`config.mk`:
```
export PLATFORM = sky130hd
export DESIGN_NAME = dfu_download_request_engine
export DESIGN_NICKNAME = d
export VERILOG_FILES = /design/src/rtl/dfude_pkg.sv /design/src/rtl/dfu_download_request_engine.sv /design/src/rtl/dfude_ctrl.sv
export SDC_FILE = /design/constraint.sdc
export NUM_CORES = 1
export LEC_CHECK = 0
export BUFFER_PORTS_ARGS = -buffer_cell sky130_fd_sc_hd__buf_2
export CORE_UTILIZATION = 35
export CTS_CLUSTER_DIAMETER = 100
export DETAILED_ROUTE_END_ITERATION = 8
export GPL_ROUTABILITY_DRIVEN = 0
export SETUP_SLACK_MARGIN = 0.1
export SLEW_MARGIN = 10
export SYNTH_ARGS = -nofsm -noshare
export SYNTH_HDL_FRONTEND = slang
export SYNTH_SLANG_ARGS = --single-unit
```
`constraint.sdc`:
```
create_clock -name clk_i -period 5.04 [get_ports clk_i]
set_input_delay 0.756 -clock clk_i [delete_from_list [all_inputs] [get_ports clk_i]]
set_output_delay 0.756 -clock clk_i [all_outputs]
set_load 0.05 [all_outputs]
```
`src/rtl/dfude_pkg.sv`:
```
// Package for the DFU download request engine: request and result types,
// state and code enums, command bytes and flash region constants.
// Used by dfude_ctrl and dfu_download_request_engine.
`timescale 1ns / 1ps
`default_nettype none

package dfude_pkg;

  localparam int unsigned TRANSFER_SIZE_DEF = 1024;

  localparam int unsigned KB_W       = 11;
  localparam int unsigned CFG_IDX_W  = 2;
  localparam int unsigned FLEN_W     = 11;
  localparam int unsigned POLL_W     = 24;
  localparam int unsigned IN_DATA_W  = 72;
  localparam int unsigned IN_USER_W  = 4;
  localparam int unsigned OUT_DATA_W = 88;
  localparam int unsigned OUT_USER_W = 3;

  localparam logic [CFG_IDX_W-1:0] CFG_BOOT_SIZE  = 2'd0;
  localparam logic [CFG_IDX_W-1:0] CFG_FLASH_SIZE = 2'd1;

  localparam logic [KB_W-1:0] BOOT_SIZE_RST  = 11'd8;
  localparam logic [KB_W-1:0] FLASH_SIZE_RST = 11'd128;

  localparam logic [7:0]        CMD_SET_ADDRESS = 8'h21;
  localparam logic [7:0]        CMD_ERASE_PAGE  = 8'h41;
  localparam logic [31:0]       FLASH_BASE      = 32'h0800_0000;
  localparam logic [POLL_W-1:0] BUSY_POLL_MS    = 24'd100;

  localparam logic [2:0] REPLY_LEN_NONE   = 3'd0;
  localparam logic [2:0] REPLY_LEN_STATUS = 3'd6;
  localparam logic [2:0] REPLY_LEN_STATE  = 3'd1;
  localparam logic [2:0] REPLY_LEN_CMDS   = 3'd3;

  typedef enum logic [3:0] {
    REQ_DETACH      = 4'd0,
    REQ_DNLOAD      = 4'd1,
    REQ_UPLOAD      = 4'd2,
    REQ_GETSTATUS   = 4'd3,
    REQ_CLRSTATUS   = 4'd4,
    REQ_GETSTATE    = 4'd5,
    REQ_ABORT       = 4'd6,
    REQ_STATUS_DONE = 4'd7
  } req_kind_e;

  typedef enum logic [3:0] {
    ST_IDLE     = 4'd2,
    ST_DN_SYNC  = 4'd3,
    ST_DN_BUSY  = 4'd4,
    ST_DN_IDLE  = 4'd5,
    ST_MAN_SYNC = 4'd6,
    ST_MANIFEST = 4'd7,
    ST_UP_IDLE  = 4'd9,
    ST_ERROR    = 4'd10
  } dfu_state_e;

  typedef enum logic [1:0] {
    REPLY_NONE   = 2'd0,
    REPLY_STATUS = 2'd1,
    REPLY_STATE  = 2'd2,
    REPLY_CMDS   = 2'd3
  } reply_kind_e;

  typedef enum logic [1:0] {
    FOP_NONE    = 2'd0,
    FOP_ERASE   = 2'd1,
    FOP_PROGRAM = 2'd2
  } flash_op_e;

  typedef struct packed {
    req_kind_e   kind;
    logic [15:0] block_num;
    logic [15:0] data_len;
    logic [7:0]  cmd_byte;
    logic [31:0] cmd_addr;
  } req_t;

  typedef struct packed {
    logic              handled;
    reply_kind_e       reply_kind;
    logic [2:0]        reply_len;
    logic [7:0]        status_code;
    logic [POLL_W-1:0] poll_timeout;
    dfu_state_e        dfu_state_out;
    flash_op_e         flash_op;
    logic [31:0]       flash_addr;
    logic [FLEN_W-1:0] flash_len;
  } res_t;

endpackage

`default_nettype wire

```
`src/rtl/dfu_download_request_engine.sv`:
```
// A request beat is captured in the input register, then decoded into the result register.
// One request per cycle unless the output stalls; the input register feeds a single decode
// pass that updates the DFU state and loads the result register in the same edge.
// A stalled result holds in the result register while one more request waits.
// Reset clears the state to dfuIDLE, pointer and header to zero, and sets the
// bootloader and flash sizes to 8 KiB and 128 KiB.
`timescale 1ns / 1ps
`default_nettype none

module dfu_download_request_engine
  import dfude_pkg::*;
#(
  parameter int unsigned TransferSize = TRANSFER_SIZE_DEF
) (
  input  wire logic                  clk_i,
  input  wire logic                  rst_ni,
  input  wire logic                  cfg_valid_i,
  output logic                       cfg_ready_o,
  input  wire logic [CFG_IDX_W-1:0]  cfg_index_i,
  input  wire logic [KB_W-1:0]       cfg_data_i,
  input  wire logic                  s_axis_tvalid,
  output logic                       s_axis_tready,
  // block_num[15:0], data_len[31:16], cmd_byte[39:32], cmd_addr[71:40]
  input  wire logic [IN_DATA_W-1:0]  s_axis_tdata,
  // kind[3:0]
  input  wire logic [IN_USER_W-1:0]  s_axis_tuser,
  output logic                       m_axis_tvalid,
  input  wire logic                  m_axis_tready,
  // reply_len[2:0], status_code[10:3], poll_timeout[34:11], dfu_state_out[38:35],
  // flash_op[40:39], flash_addr[72:41], flash_len[83:73], zero fill[87:84]
  output logic [OUT_DATA_W-1:0]      m_axis_tdata,
  // handled[0], reply_kind[2:1]
  output logic [OUT_USER_W-1:0]      m_axis_tuser
);

  logic [KB_W-1:0] boot_kb_q, flash_kb_q;
  logic            in_valid_q, out_valid_q;
  req_t            in_item_q;
  res_t            out_res_q, res;
  logic            s_fire, out_free, advance;

  assign cfg_ready_o = 1'b1;

  always_ff @(posedge clk_i or negedge rst_ni) begin
    if (!rst_ni) begin
      boot_kb_q  <= BOOT_SIZE_RST;
      flash_kb_q <= FLASH_SIZE_RST;
    end else if (cfg_valid_i) begin
      case (cfg_index_i)
        CFG_BOOT_SIZE:  boot_kb_q  <= cfg_data_i;
        CFG_FLASH_SIZE: flash_kb_q <= cfg_data_i;
        default: begin
        end
      endcase
    end
  end

  assign out_free      = !out_valid_q || m_axis_tready;
  assign advance       = in_valid_q && out_free;
  assign s_axis_tready = !in_valid_q || out_free;
  assign s_fire        = s_axis_tvalid && s_axis_tready;

  always_ff @(posedge clk_i or negedge rst_ni) begin
    if (!rst_ni) begin
      in_valid_q  <= 1'b0;
      out_valid_q <= 1'b0;
    end else begin
      if (s_fire) begin
        in_valid_q <= 1'b1;
      end else if (advance) begin
        in_valid_q <= 1'b0;
      end
      if (advance) begin
        out_valid_q <= 1'b1;
      end else if (m_axis_tready) begin
        out_valid_q <= 1'b0;
      end
    end
  end

  always_ff @(posedge clk_i) begin
    if (s_fire) begin
      in_item_q.kind      <= req_kind_e'(s_axis_tuser);
      in_item_q.block_num <= s_axis_tdata[15:0];
      in_item_q.data_len  <= s_axis_tdata[31:16];
      in_item_q.cmd_byte  <= s_axis_tdata[39:32];
      in_item_q.cmd_addr  <= s_axis_tdata[71:40];
    end
    if (advance) begin
      out_res_q <= res;
    end
  end

  dfude_ctrl #(
    .TransferSize(TransferSize)
  ) u_ctrl (
    .clk_i      (clk_i),
    .rst_ni     (rst_ni),
    .fire_i     (advance),
    .item_i     (in_item_q),
    .boot_kb_i  (boot_kb_q),
    .flash_kb_i (flash_kb_q),
    .res_o      (res)
  );

  assign m_axis_tvalid = out_valid_q;
  assign m_axis_tuser  = {out_res_q.reply_kind, out_res_q.handled};
  assign m_axis_tdata  = {4'b0, out_res_q.flash_len, out_res_q.flash_addr,
                          out_res_q.flash_op, out_res_q.dfu_state_out,
                          out_res_q.poll_timeout, out_res_q.status_code,
                          out_res_q.reply_len};

`ifndef ASSERT_OFF
  a_flash_only_on_done: assert property (@(posedge clk_i) disable iff (!rst_ni)
    out_valid_q && out_res_q.flash_op != FOP_NONE |->
      out_res_q.handled && out_res_q.reply_kind == REPLY_NONE &&
      out_res_q.dfu_state_out == ST_DN_IDLE)
    else $error("flash command outside a status-done result");

  a_poll_enters_busy: assert property (@(posedge clk_i) disable iff (!rst_ni)
    out_valid_q && out_res_q.poll_timeout != '0 |->
      out_res_q.dfu_state_out == ST_DN_BUSY && out_res_q.reply_kind == REPLY_STATUS)
    else $error("poll timeout without entering busy");

  a_stall_means_full: assert property (@(posedge clk_i) disable iff (!rst_ni)
    !s_axis_tready |-> in_valid_q && out_valid_q && !m_axis_tready)
    else $error("input stalled while a stage is free");

  a_advance_loads_output: assert property (@(posedge clk_i) disable iff (!rst_ni)
    advance |=> out_valid_q)
    else $error("result register not loaded after advance");
`endif

endmodule

`default_nettype wire

```
`src/rtl/dfude_ctrl.sv`:
```
// DFU state machine with the address pointer and the latched download header.
// Decides the reply and flash command of one request; depends on dfude_pkg.
`timescale 1ns / 1ps
`default_nettype none

module dfude_ctrl
  import dfude_pkg::*;
#(
  parameter int unsigned TransferSize = TRANSFER_SIZE_DEF
) (
  input  wire logic            clk_i,
  input  wire logic            rst_ni,
  input  wire logic            fire_i,
  input  wire req_t            item_i,
  input  wire logic [KB_W-1:0] boot_kb_i,
  input  wire logic [KB_W-1:0] flash_kb_i,
  output res_t                 res_o
);

  localparam int unsigned LenW = $clog2(TransferSize + 1);

  dfu_state_e        state_q, state_d;
  logic [31:0]       ptr_q, ptr_d;
  logic [15:0]       hblk_q, hblk_d;
  logic [LenW-1:0]   hlen_q, hlen_d;
  logic [7:0]        hcmd_q, hcmd_d;
  logic [31:0]       harg_q, harg_d;
  logic [31:0]       hoff_q, hoff_d;

  logic [32:0] region_lo, region_hi;
  logic [31:0] prog_base;
  logic        erase_ok, prog_ok;

  always_comb begin
    region_lo = {1'b0, FLASH_BASE} + 33'({boot_kb_i, 10'b0});
    region_hi = {1'b0, FLASH_BASE} + 33'({flash_kb_i, 10'b0});
    prog_base = ptr_q + hoff_q;
    erase_ok  = ({1'b0, harg_q} >= region_lo) &&
                ({1'b0, harg_q} + 33'(TransferSize) <= region_hi);
    prog_ok   = ({1'b0, prog_base} >= region_lo) &&
                ({1'b0, prog_base} + 33'(hlen_q) <= region_hi);
  end

  always_ff @(posedge clk_i or negedge rst_ni) begin
    if (!rst_ni) begin
      state_q <= ST_IDLE;
      ptr_q   <= '0;
      hblk_q  <= '0;
      hlen_q  <= '0;
      hcmd_q  <= '0;
      harg_q  <= '0;
      hoff_q  <= '0;
    end else begin
      state_q <= state_d;
      ptr_q   <= ptr_d;
      hblk_q  <= hblk_d;
      hlen_q  <= hlen_d;
      hcmd_q  <= hcmd_d;
      harg_q  <= harg_d;
      hoff_q  <= hoff_d;
    end
  end

  always_comb begin
    state_d = state_q;
    ptr_d   = ptr_q;
    hblk_d  = hblk_q;
    hlen_d  = hlen_q;
    hcmd_d  = hcmd_q;
    harg_d  = harg_q;
    hoff_d  = hoff_q;

    res_o              = '0;
    res_o.handled      = 1'b1;
    res_o.reply_kind   = REPLY_NONE;
    res_o.reply_len    = REPLY_LEN_NONE;
    res_o.flash_op     = FOP_NONE;

    if (fire_i) begin
      case (item_i.kind)
        REQ_DETACH: begin
          state_d = ST_MANIFEST;
        end
        REQ_DNLOAD: begin
          if (item_i.data_len == '0) begin
            state_d = ST_MAN_SYNC;
          end else begin
            hblk_d  = item_i.block_num;
            hlen_d  = (32'(item_i.data_len) > TransferSize) ?
                      LenW'(TransferSize) : LenW'(item_i.data_len);
            hcmd_d  = item_i.cmd_byte;
            harg_d  = item_i.cmd_addr;
            // The block offset is formed here so the status-done pass only adds.
            hoff_d  = 32'((32'(item_i.block_num) - 32'd2) * 32'(TransferSize));
            state_d = ST_DN_SYNC;
          end
        end
        REQ_UPLOAD: begin
          if (item_i.block_num == '0) begin
            state_d          = ST_UP_IDLE;
            res_o.reply_kind = REPLY_CMDS;
            res_o.reply_len  = REPLY_LEN_CMDS;
          end else begin
            state_d = ST_ERROR;
          end
        end
        REQ_GETSTATUS: begin
          if (state_q == ST_DN_SYNC) begin
            state_d            = ST_DN_BUSY;
            res_o.poll_timeout = BUSY_POLL_MS;
          end else if (state_q == ST_MAN_SYNC) begin
            state_d = ST_MANIFEST;
          end else if (state_q == ST_ERROR) begin
            res_o.status_code = 8'(ST_ERROR);
          end
          res_o.reply_kind = REPLY_STATUS;
          res_o.reply_len  = REPLY_LEN_STATUS;
        end
        REQ_CLRSTATUS: begin
          if (state_q == ST_ERROR) begin
            state_d = ST_IDLE;
          end
        end
        REQ_GETSTATE: begin
          res_o.reply_kind = REPLY_STATE;
          res_o.reply_len  = REPLY_LEN_STATE;
        end
        REQ_ABORT: begin
          state_d = ST_IDLE;
        end
        REQ_STATUS_DONE: begin
          if (state_q == ST_DN_BUSY) begin
            if (hblk_q == '0) begin
              if (hcmd_q == CMD_ERASE_PAGE) begin
                if (erase_ok) begin
                  res_o.flash_op   = FOP_ERASE;
                  res_o.flash_addr = harg_q;
                end
              end else if (hcmd_q == CMD_SET_ADDRESS) begin
                ptr_d = harg_q;
              end
            end else if (prog_ok) begin
              res_o.flash_op   = FOP_PROGRAM;
              res_o.flash_addr = prog_base;
              res_o.flash_len  = FLEN_W'(hlen_q);
            end
            state_d = ST_DN_IDLE;
          end
        end
        default: begin
          res_o.handled = 1'b0;
        end
      endcase
    end

    res_o.dfu_state_out = state_d;
  end

endmodule

`default_nettype wire
```
==> flow_summary.yaml, run 1 <==
outcome:
  status: "finished, final reports clean"
finish:
  fin_nets: 1713
  drive_above_1_share: 0.225
  fin_util: 0.431
  final_common_cell: "nand2_1"
  area_growth_syn_to_layout_pct: 20.3
  final_area_sq_um: 17300
  layout_common_cells: "229 x nand2_1, 154 x buf_2, 140 x dfrtp_1, 131 x edfxtp_1, 102 x o21ai_0"
routing:
  drt-total-wl_um: 39200
  drt_iter0_drc: 872
  post_drt_wl_per_cell_um: 18.8
  vias_per_cell: 5.28
  drt-pass1-iter-count: 6
  ant_nets: 0
  vias: 11000
  post-route-drc-count: 0
global_routing:
  gr-total-overflow: 0
  antenna_found_initial: 3
  grt_max_degree: 107
  grt_pass1_vias: 10600
  track_usage: 0.182
  grt_pass1_wl_um: 59200
power_and_ir_drop:
  power_density_nw_per_um2: 381
  power_mw: 6.57
  pwr-share-clk: 0.323
  comb_power_share: 0.236
  p_seq_frac: 0.441
  irDropWorstVdd_mv: 0.287
  p_int_mw: 4.44
  p_leak_nw: 7.38
  switching_share: 0.324
  switching_power_mw: 2.13
cts:
  clock_path_buffers: 3
  cts_tree: "done"
  clkSinkCount: 274
  cts_buffers: 29
  clkSlewWorstSetupHoldPaths_ns: 0.06
  cts_root_buffer: "clkbuf_16"
  htree_num_levels: 1
  clock_latency_ns: 0.57
  cts_hold_buf: 0
sta:
  min_period_ns: 5.00
  setup_viol: 0
  timing_hold_violations_final: 0
  skew_ns: 0.00809
  relSlewSlack: 0.0681
  fin_crit_sh: 0.993
  rsz0062_at_grt: "true"
  worst_slew_pin_slew_ns: 1.40
  hold_ws_ns: 0.319
  max_freq_mhz: 200
  final_max_slew_viol_count: 0
floorplanning:
  start_util: 0.358
  design.core.area_sq_um: 40100
  pin_count: 188
  dieArea_sq_um: 41800
  fp-row-count: 73
  die_x_um: 204
  die_h_um: 204
logic_synthesis:
  async_reset_ff_frac: 0.522
  yosys.cell_types.count: 78
  synth_edf_count: 131
  syn-cell-area_sq_um: 14400
  syn_area_per_cell_sq_um: 10.5
  syn_inst: 1364
  ys.flop_type: "dfrtp_1"
  ys_ff_latch: 274
  ys_warn_count: 0
  ys_seq_area_frac: 0.524
placed_design:
  dpl.hpwl_um: 28100
  dpl_cell_area_sq_um: 15700
  port_buffers: 155
critical_path:
  start_kind: "flop"
  timing.setup.critical_path_class: "reg2reg"
  cp.required_ns: 5.43
  cp_data_arrival_time_ns: 5.39
  critPathMaxFanout: 7
  end_kind: "flop"
worst_hold_path:
  hp-class: "in2async"
flow_run:
  cap_violations: 0
power by group through the flow:
| stage | registers, mW | clock network (mW) | logic, mW |
|---|---|---|---|
| after global routing | 2.93 | 2.28 | 1.71 |
| final | 2.90 | 2.13 | 1.55 |
| after floorplan | 2.95 | 0 | 0.933 |
| after global placement | 2.93 | 0 | 1.43 |
| after CTS | 2.89 | 2.19 | 1.48 |
| after detailed placement | 2.93 | 0 | 1.46 |
cells by family (layout without fill, tap and decap cells):
logic type | Yosys count | in the layout | synth area share
AO/OA/AOI/OAI | 283 | 283 | 0.130
XOR/XNOR | 52 | 52 | 0.0328
adder cells (fa/ha/maj) | 80 | 80 | 0.0708
buffers and inverters | 159 | 323 | 0.0528
flip-flops | 274 | 274 | 0.524
multiplexers | 27 | 27 | 0.0211
other | 2 | 37 | 0.000523
AND/OR/NAND/NOR | 487 | 487 | 0.168
timing repair:
action / 4_1_cts / 5_1_grt
buffers inserted: 3 / 13
pin swaps: 4 / 58
endpoints found under the setup margin: 39 / 40
gates resized for setup: 9 / 56
gates cloned: 0 / 5
worst max-delay path, stage by stage (launching register included):
cell and delay [ns]:
dfrtp_1 0.42, ha_4 0.19, fa_2 0.40, a21o_4 0.24, a21oi_2 0.14, xnor2_1 0.15, and4_4 0.28, and4_4 0.25
nand2_4 0.06, xnor2_2 0.14, ha_1 0.29, nand4_1 0.18, nor3_2 0.21, o2111ai_1 0.15, a31oi_1 0.20, o221ai_1 0.14
or4_4 0.51, o31ai_4 0.09, a31oi_4 0.28, buf_6 0.24, nor4b_2 0.27
routing by layer:
| layer | global-route usage | share of wire | vias up |
|---|---|---|---|
| met4 | 0.0493 | 0.024 | 4 |
| met2 | 0.275 | 0.45 | 371 |
| li1 | - | - | 5244 |
| met1 | 0.262 | 0.46 | 5336 |
| met3 | 0.0382 | 0.063 | 66 |
| met5 | 0 | 0.00069 | - |
metrics by stage:
stage	std cells	TNS [ns]	setup slack [ns]
6_report	2088	0	0.0369
5_1_grt	2088	-7.26	-0.217
4_1_cts	2069	0	0.102
3_5_place_dp	2012	-0.0841	-0.0343
3_3_place_gp	2012	0	0.118
2_1_floorplan	1398	0	0.341
synthesized netlist by cell type (3+ instances only):
| master | number | share of area |
|---|---|---|
| o32ai_1 | 24 | 0.015 |
| o21ai_1 | 7 | 0.0024 |
| or3_1 | 3 | 0.0013 |
| clkbuf_1 | 36 | 0.0094 |
| or2_2 | 6 | 0.0026 |
| a41oi_1 | 3 | 0.0018 |
| a21o_1 | 7 | 0.0037 |
| and3_1 | 6 | 0.0026 |
| edfxtp_1 | 131 | 0.27 |
| mux2_2 | 26 | 0.020 |
| a21oi_1 | 44 | 0.015 |
| xnor2_1 | 36 | 0.022 |
| nand3_1 | 43 | 0.015 |
| xor2_1 | 14 | 0.0085 |
| o41ai_1 | 8 | 0.0049 |
| nand2_1 | 230 | 0.060 |
| nor2b_1 | 14 | 0.0061 |
| nor4_1 | 30 | 0.013 |
| nor3b_1 | 8 | 0.0042 |
| dfstp_2 | 3 | 0.0055 |
| ha_1 | 78 | 0.068 |
| dfrtp_1 | 140 | 0.24 |
| nor3_1 | 22 | 0.0077 |
| a211oi_1 | 7 | 0.0037 |
| or4_1 | 7 | 0.0037 |
| and2_1 | 4 | 0.0017 |
| nand4_1 | 18 | 0.0078 |
| inv_1 | 70 | 0.018 |
| and4_1 | 7 | 0.0043 |
| a22o_1 | 11 | 0.0067 |
| buf_4 | 39 | 0.020 |
| a31oi_1 | 8 | 0.0035 |
| buf_2 | 11 | 0.0038 |
| o2111ai_1 | 3 | 0.0018 |
| nand3b_1 | 4 | 0.0021 |
| nor4b_1 | 3 | 0.0018 |
| nor4b_2 | 10 | 0.010 |
| nand2b_1 | 6 | 0.0026 |
| o211ai_1 | 3 | 0.0016 |
| o21bai_1 | 5 | 0.0026 |
| nor2_1 | 57 | 0.015 |
| o31ai_1 | 7 | 0.0037 |
| o21a_1 | 18 | 0.0094 |
| o21ai_0 | 102 | 0.036 |
area by class of cell:
cell class	count	area (sq um)
diodes	1	2.50
clock buffers	39	773
clock inverters	15	174
fillers	3799	22800
inverters	70	263
multi-input cells	965	6650
flip-flops and latches	274	7520
well taps	525	657
repair buffers	199	1240
final timing paths:
path                                               from  slack (ns)  cells past startpoint                              to
max                        u_ctrl.hblk_q[0]$_DFFE_PN0P_        0.04                     20  m_axis_tdata[82]$_SDFFCE_PP0P_
min                                              rst_ni        0.32                      1       flash_kb_q[8]$_DFFE_PN0P_
max reg2reg                u_ctrl.hblk_q[0]$_DFFE_PN0P_        0.04                     20  m_axis_tdata[82]$_SDFFCE_PP0P_
min reg2reg                     in_item_q[30]$_DFFE_PP_        0.44                      2   u_ctrl.harg_q[30]$_DFFE_PN0P_
max in group asynchronous                        rst_ni        3.59                      2     u_ctrl.state_q[1]$_DFF_PN1_
min in group clk_i                     s_axis_tdata[37]        0.36                      1         in_item_q[37]$_DFFE_PP_
sequential cells by signal, indices dropped and copies added, names as in the netlist:
| signal | cells |
|---|---|
| in_item_q | 76 |
| m_axis_tdata | 53 |
| u_ctrl.harg_q | 32 |
| u_ctrl.ptr_q | 32 |
| u_ctrl.hblk_q | 16 |
| u_ctrl.hoff_q | 16 |
| boot_kb_q | 11 |
| flash_kb_q | 11 |
| u_ctrl.hlen_q | 11 |
| u_ctrl.hcmd_q | 8 |
| u_ctrl.state_q | 4 |
| m_axis_tuser | 2 |
| in_valid_q | 1 |
| m_axis_tvalid | 1 |
Power figures use the tool's default switching activity.
==> inputs of run 2 (changes only) <==
CORE_UTILIZATION = 40   (was 35)
RECOVER_POWER = 25   (was not set)
==> run 2 against run 1 <==
  * The run now ends with max-capacitance violations, max-slew violations left
  * Wire length shrank 5.6%
  * Global-route usage grew 1.8 points
  * Worst hold slack gained 0.032 ns
  * Setup slack gained 0.12 ns
  * Cell count shrank 3.1%
  * Combinational power is essentially flat
  * Design area shrank 0.53%
  * Critical endpoint is now m_axis_tdata[64]$_SDFFCE_PN0P_
==> flow_summary.yaml, run 2 (synthesized netlist as in run 1, its figures left out) <==
critical_path:
  critPathMaxFanout: 7
  start_kind: "flop"
  setup.worst_path.start: "u_ctrl.ptr_q[1]$_DFFE_PN0P_"
  path_common_cell: "ha_1"
  end_kind: "flop"
  timing.setup.critical_path_class: "reg2reg"
  critPathMaxStageDelay_ns: 0.51
  critPathTopFamily: "compound AO/OA/AOI/OAI gates"
  cp_data_arrival_time_ns: 5.24
  path_buf_inv: 1
  slowest_stage: "or4_4"
  r2r_start: "u_ctrl.ptr_q[1]$_DFFE_PN0P_"
  crit_path_cell_trace: "ha_1, a211oi_2, nor2_1, a41o_1, o211ai_1, nor3b_2, xor2_1, ha_1, nand4_1, nor3_2, o2111ai_1, a31oi_1, o221ai_1, or4_4, o31ai_4, a31oi_4, buf_12, o41ai_1"
  cp.required_ns: 5.40
  rrSetupSlack_ns: 0.16
finish:
  final_common_cell: "nand2_1"
  largest_register_ffs: 76
  antenna_cells: 0
  top_register: "in_item_q"
  fin_nets: 1713
  filler_cell_count: 3241
  drive_above_1_share: 0.229
  layout_common_cells: "228 x nand2_1, 153 x buf_2, 139 x dfrtp_1, 131 x edfxtp_1, 100 x o21ai_0"
  area_growth_syn_to_layout_pct: 19.7
power_and_ir_drop:
  p_leak_nw: 7.21
  switching_power_mw: 2.11
  power_mw: 6.60
  comb_power_share: 0.231
  switching_share: 0.320
  pwr-share-clk: 0.329
  p_int_mw: 4.49
  p_seq_frac: 0.440
  power_density_nw_per_um2: 384
  irDropWorstVdd_mv: 0.281
global_routing:
  grt_pass1_wl_um: 57300
  gr-total-overflow: 0
  track_usage: 0.200
  antenna_found_initial: 1
  grt_pass1_vias: 10300
  grt_max_degree: 77
routing:
  post-route-drc-count: 0
  vias: 10900
  vias_per_cell: 5.37
  post_drt_wl_per_cell_um: 18.3
  drt_iter0_drc: 866
  drt-total-wl_um: 37000
  ant_nets: 0
  drt-pass1-iter-count: 7
worst_hold_path:
  min_from: "s_axis_tdata[27]"
  hp-class: "in2reg"
floorplanning:
  dieArea_sq_um: 36600
  design.core.area_sq_um: 35400
  die_h_um: 191
  die_x_um: 191
  fp-row-count: 69
  pin_count: 188
  start_util: 0.405
cts:
  cts_buffers: 30
  clkSlewWorstSetupHoldPaths_ns: 0.06
  htree_num_levels: 1
  clkSinkCount: 274
  cts_tree: "done"
  cts_root_buffer: "clkbuf_16"
  clock_path_buffers: 3
  clock_latency_ns: 0.58
sta:
  worst_slew_pin_slew_ns: 2.05
  fin_crit_sh: 0.969
  final_max_slew_viol_count: 38
  skew_ns: 0.0275
  rsz0062_at_grt: "true"
  relSlewSlack: -0.363
  min_period_ns: 4.88
  max_freq_mhz: 205
  setup_tns_ns: 0
  setup_viol: 0
  timing_hold_violations_final: 0
placed_design:
  dpl.hpwl_um: 27300
  port_buffers: 155
flow_run:
  cap_violations: 1
outcome:
  status: "complete, but fails checks"
  violations: "max-capacitance violations, max-slew violations"
==> run 2: path summary, 6_finish.rpt <==
path	depth (start not counted)	endpoint
min in group asynchronous	1	u_ctrl.harg_q[21]$_DFFE_PN0P_
min	1	in_item_q[51]$_DFFE_PP_
max reg2reg	18	m_axis_tdata[64]$_SDFFCE_PN0P_
max	18	m_axis_tdata[64]$_SDFFCE_PN0P_
max in group asynchronous	2	u_ctrl.ptr_q[1]$_DFFE_PN0P_
min reg2reg	2	u_ctrl.hcmd_q[6]$_DFFE_PN0P_
==> run 2: power by group through the flow <==
stage               clock network, mW  logic (mW)  registers (mW)
floorplan                           0       0.933            2.95
global placement                    0        1.40            2.93
detailed placement                  0        1.42            2.94
CTS                              2.22        1.44            2.90
global route                     2.31        1.69            2.94
finish                           2.17        1.52            2.90
==> run 2: worst register-to-register path: cells and delay by family, from the launching register on <==
family	cells	cell delay (ns)
AO/OA/AOI/OAI	9	2.05
XOR/XNOR	1	0.17
adder cells (fa/ha/maj)	2	0.65
buffers and inverters	1	0.20
flip-flops	1	0.44
AND/OR/NAND/NOR	5	1.17
==> run 2: through the flow <==
stage	hold WS, ns	setup slack (ns)	utilization	area [sq um]	instances
5_1_grt	0.322	-0.0495	0.485	17200	2024
6_report	0.351	0.156	0.485	17200	2024
3_5_place_dp	0.422	0.00983	0.440	15600	1945
4_1_cts	0.0668	0.104	0.473	16700	2007
2_1_floorplan	0.415	0.341	-	14500	1398
3_3_place_gp	0.420	0.145	0.440	15600	1945
==> run 2: metal layers <==
layer / vias to the layer above / GRT usage / share of wire
li1: 5225 / - / -
met1: 5224 / 0.306 / 0.49
met3: 52 / 0.0277 / 0.058
met2: 369 / 0.293 / 0.43
met4: 2 / 0.0568 / 0.024
met5: - / 0 / 0.00022
==> run 2: repair_timing <==
action,4_1_cts,5_1_grt
gates resized for setup,17,59
cloned,1,1
setup endpoints to repair,39,40
hold buffers,0,0
pin swaps,6,28
buffers inserted,5,16
==> run 2: final cells by class <==
class	instances	area, sq um	share of cell area
Sequential cell	274	7520	0.438
Multi-Input combinational cell	965	6670	0.388
Timing Repair Buffer	198	1150	0.0672
Clock buffer	49	903	0.0526
Tap cell	461	577	0.0336
Inverter	70	263	0.0153
Clock inverter	7	95.1	0.00554
==> inputs of run 3 (changes only) <==
CORE_UTILIZATION = 45   (was 40)
PLACE_DENSITY = 0.67   (was not set)
REMOVE_ABC_BUFFERS = 1   (was not set)
==> run 3 against run 2 <==
  * The run still ends with max-capacitance violations, max-slew violations left
  * Critical endpoint unchanged
  * Clock skew down 0.0043 ns
  * Design area down 1.1%
  * Critical path type unchanged
  * Count of clock-buffer cells in the layout down 4
==> flow_summary.yaml, run 3 (synthesized netlist as in run 1, its figures left out) <==
finish:
  top_register: "in_item_q"
  layout_common_cells: "229 x nand2_1, 151 x buf_2, 139 x dfrtp_1, 131 x edfxtp_1, 102 x o21ai_0"
  fin_util: 0.540
  antenna_cells: 0
  final_area_sq_um: 17000
  final_common_cell: "nand2_1"
  drive_above_1_share: 0.225
  largest_register_ffs: 76
  fin_nets: 1714
  area_growth_syn_to_layout_pct: 18.4
global_routing:
  gr-total-overflow: 0
  grt_pass1_vias: 10600
  grt_pass1_wl_um: 57300
  busiest_layer: "met2"
  track_usage: 0.220
  use_met1: 0.323
  antenna_found_initial: 0
  grt_max_degree: 77
  grtUsageMet3: 0.0303
  global_route.usage.met2: 0.345
critical_path:
  cp.required_ns: 5.40
  cp_data_arrival_time_ns: 5.26
  timing.setup.critical_path_class: "reg2reg"
  rrSetupSlack_ns: 0.14
  end_kind: "flop"
  start_kind: "flop"
  critPathMaxFanout: 6
power_and_ir_drop:
  p_seq_frac: 0.445
  irDropWorstVdd_mv: 0.260
  switching_share: 0.318
  p_int_mw: 4.46
  comb_power_share: 0.232
  switching_power_mw: 2.08
  pwr-share-clk: 0.324
  power_density_nw_per_um2: 385
  p_leak_nw: 7.23
sta:
  setup_viol: 0
  rsz0062_at_grt: "true"
  worst_slew_pin_slew_ns: 3.62
  relSlewSlack: -1.41
  min_period_ns: 4.90
  max_freq_mhz: 204
  timing_hold_violations_final: 0
  skew_ns: 0.0232
  final_max_slew_viol_count: 77
  fin_crit_sh: 0.971
placed_design:
  port_buffers: 155
  dpl.hpwl_um: 26300
  dpl_cell_area_sq_um: 15500
cts:
  htree_num_levels: 1
  clock_path_buffers: 3
  cts_root_buffer: "clkbuf_16"
  clock_latency_ns: 0.57
  cts_hold_buf: 0
  clkSinkCount: 274
  cts_tree: "done"
  cts_buffers: 29
  clkSlewWorstSetupHoldPaths_ns: 0.06
worst_hold_path:
  hp-class: "in2reg"
routing:
  drt-pass1-iter-count: 5
  drt-total-wl_um: 36000
  post_drt_wl_per_cell_um: 18.3
  ant_nets: 0
  vias: 11100
  vias_per_cell: 5.64
  drt_iter0_drc: 768
  post-route-drc-count: 0
flow_run:
  cap_violations: 1
outcome:
  status: "complete, but fails checks"
  violations: "max-capacitance violations, max-slew violations"
floorplanning:
  die_h_um: 181
  fp-row-count: 65
  die_x_um: 181
  pin_count: 188
  dieArea_sq_um: 32600
  design.core.area_sq_um: 31500
  start_util: 0.456
## run 3: cell types whose count changed in the layout (fill, tap and decap cells not counted), sizes merged
cell | previous run | this run
clkbuf | 55 | 49
clkdlybuf4s25 | 0 | 1
buf | 192 | 195
clkinv | 4 | 5
## run 3: timing repair
item,CTS,global route
cloned,0,1
hold endpoints to repair,0,0
endpoints found under the setup margin,40,40
resized for setup,11,51
pin swaps,3,25
setup buffers,0,17
## run 3: final cells by class
type / instances / area [sq um]
timing repair buffer: 200 / 1170
multi-input combinational: 965 / 6580
sequential: 274 / 7520
inverter: 70 / 263
clock inverter: 8 / 83.8
clock buffer: 45 / 878
tap: 402 / 503
fill: 2689 / 14500
## run 3: critical path: stages, from the launching register on
cell and delay (ns):
dfrtp_1 0.42, ha_4 0.19, fa_2 0.39, a21o_4 0.25, a21oi_2 0.14, xnor2_1 0.13
and4_4 0.28, and4_4 0.25, nand2_4 0.06, xnor2_2 0.13, ha_1 0.30, nand4_1 0.17
nor3_2 0.20, o2111ai_1 0.12, a31oi_1 0.17, o221ai_1 0.13, or4_4 0.52, o31ai_4 0.09
a31oi_4 0.21, buf_12 0.20, o41ai_2 0.33
## run 3: metal layers
metal / wire length (um) / part of all wire / vias up
met5: 0 / 0 / -
met2: 16300 / 0.45 / 391
met3: 2220 / 0.062 / 62
met4: 824 / 0.023 / 0
li1: - / - / 5239
met1: 16700 / 0.46 / 5386
## run 3: path summary, 6_finish.rpt
check	from	cells after the start	endpoint
setup / recovery	u_ctrl.hblk_q[0]$_DFFE_PN0P_	20	m_axis_tdata[64]$_SDFFCE_PN0P_
hold / removal	s_axis_tdata[34]	1	in_item_q[34]$_DFFE_PP_
setup reg to reg	u_ctrl.hblk_q[0]$_DFFE_PN0P_	20	m_axis_tdata[64]$_SDFFCE_PN0P_
hold reg to reg	in_item_q[33]$_DFFE_PP_	2	u_ctrl.hcmd_q[1]$_DFFE_PN0P_
max in group asynchronous	rst_ni	1	u_ctrl.ptr_q[1]$_DFFE_PN0P_
min in group asynchronous	rst_ni	1	u_ctrl.hlen_q[5]$_DFFE_PN0P_
## run 3: metrics by stage
stage	setup slack [ns]	power (mW)	std cells	setup TNS, ns	hold WS (ns)
after floorplan	-1.87	3.85	1309	-115.02	0.415
after detailed placement	-0.149	4.37	1893	-3.36	0.424
final	0.145	6.54	1964	0	0.358
after global placement	0.0238	4.33	1893	0	0.424
after CTS	0.109	6.51	1946	0	0.229
after global routing	-0.0882	6.87	1964	-1.17	0.340
## run 3: power groups by stage
stage                     Clock [mW]  Combinational, mW  Sequential, mW
after global routing            2.25               1.68            2.94
final                           2.12               1.51            2.91
after floorplan                    0              0.888            2.96
after detailed placement           0               1.43            2.94
after CTS                       2.16               1.44            2.90
after global placement             0               1.39            2.93
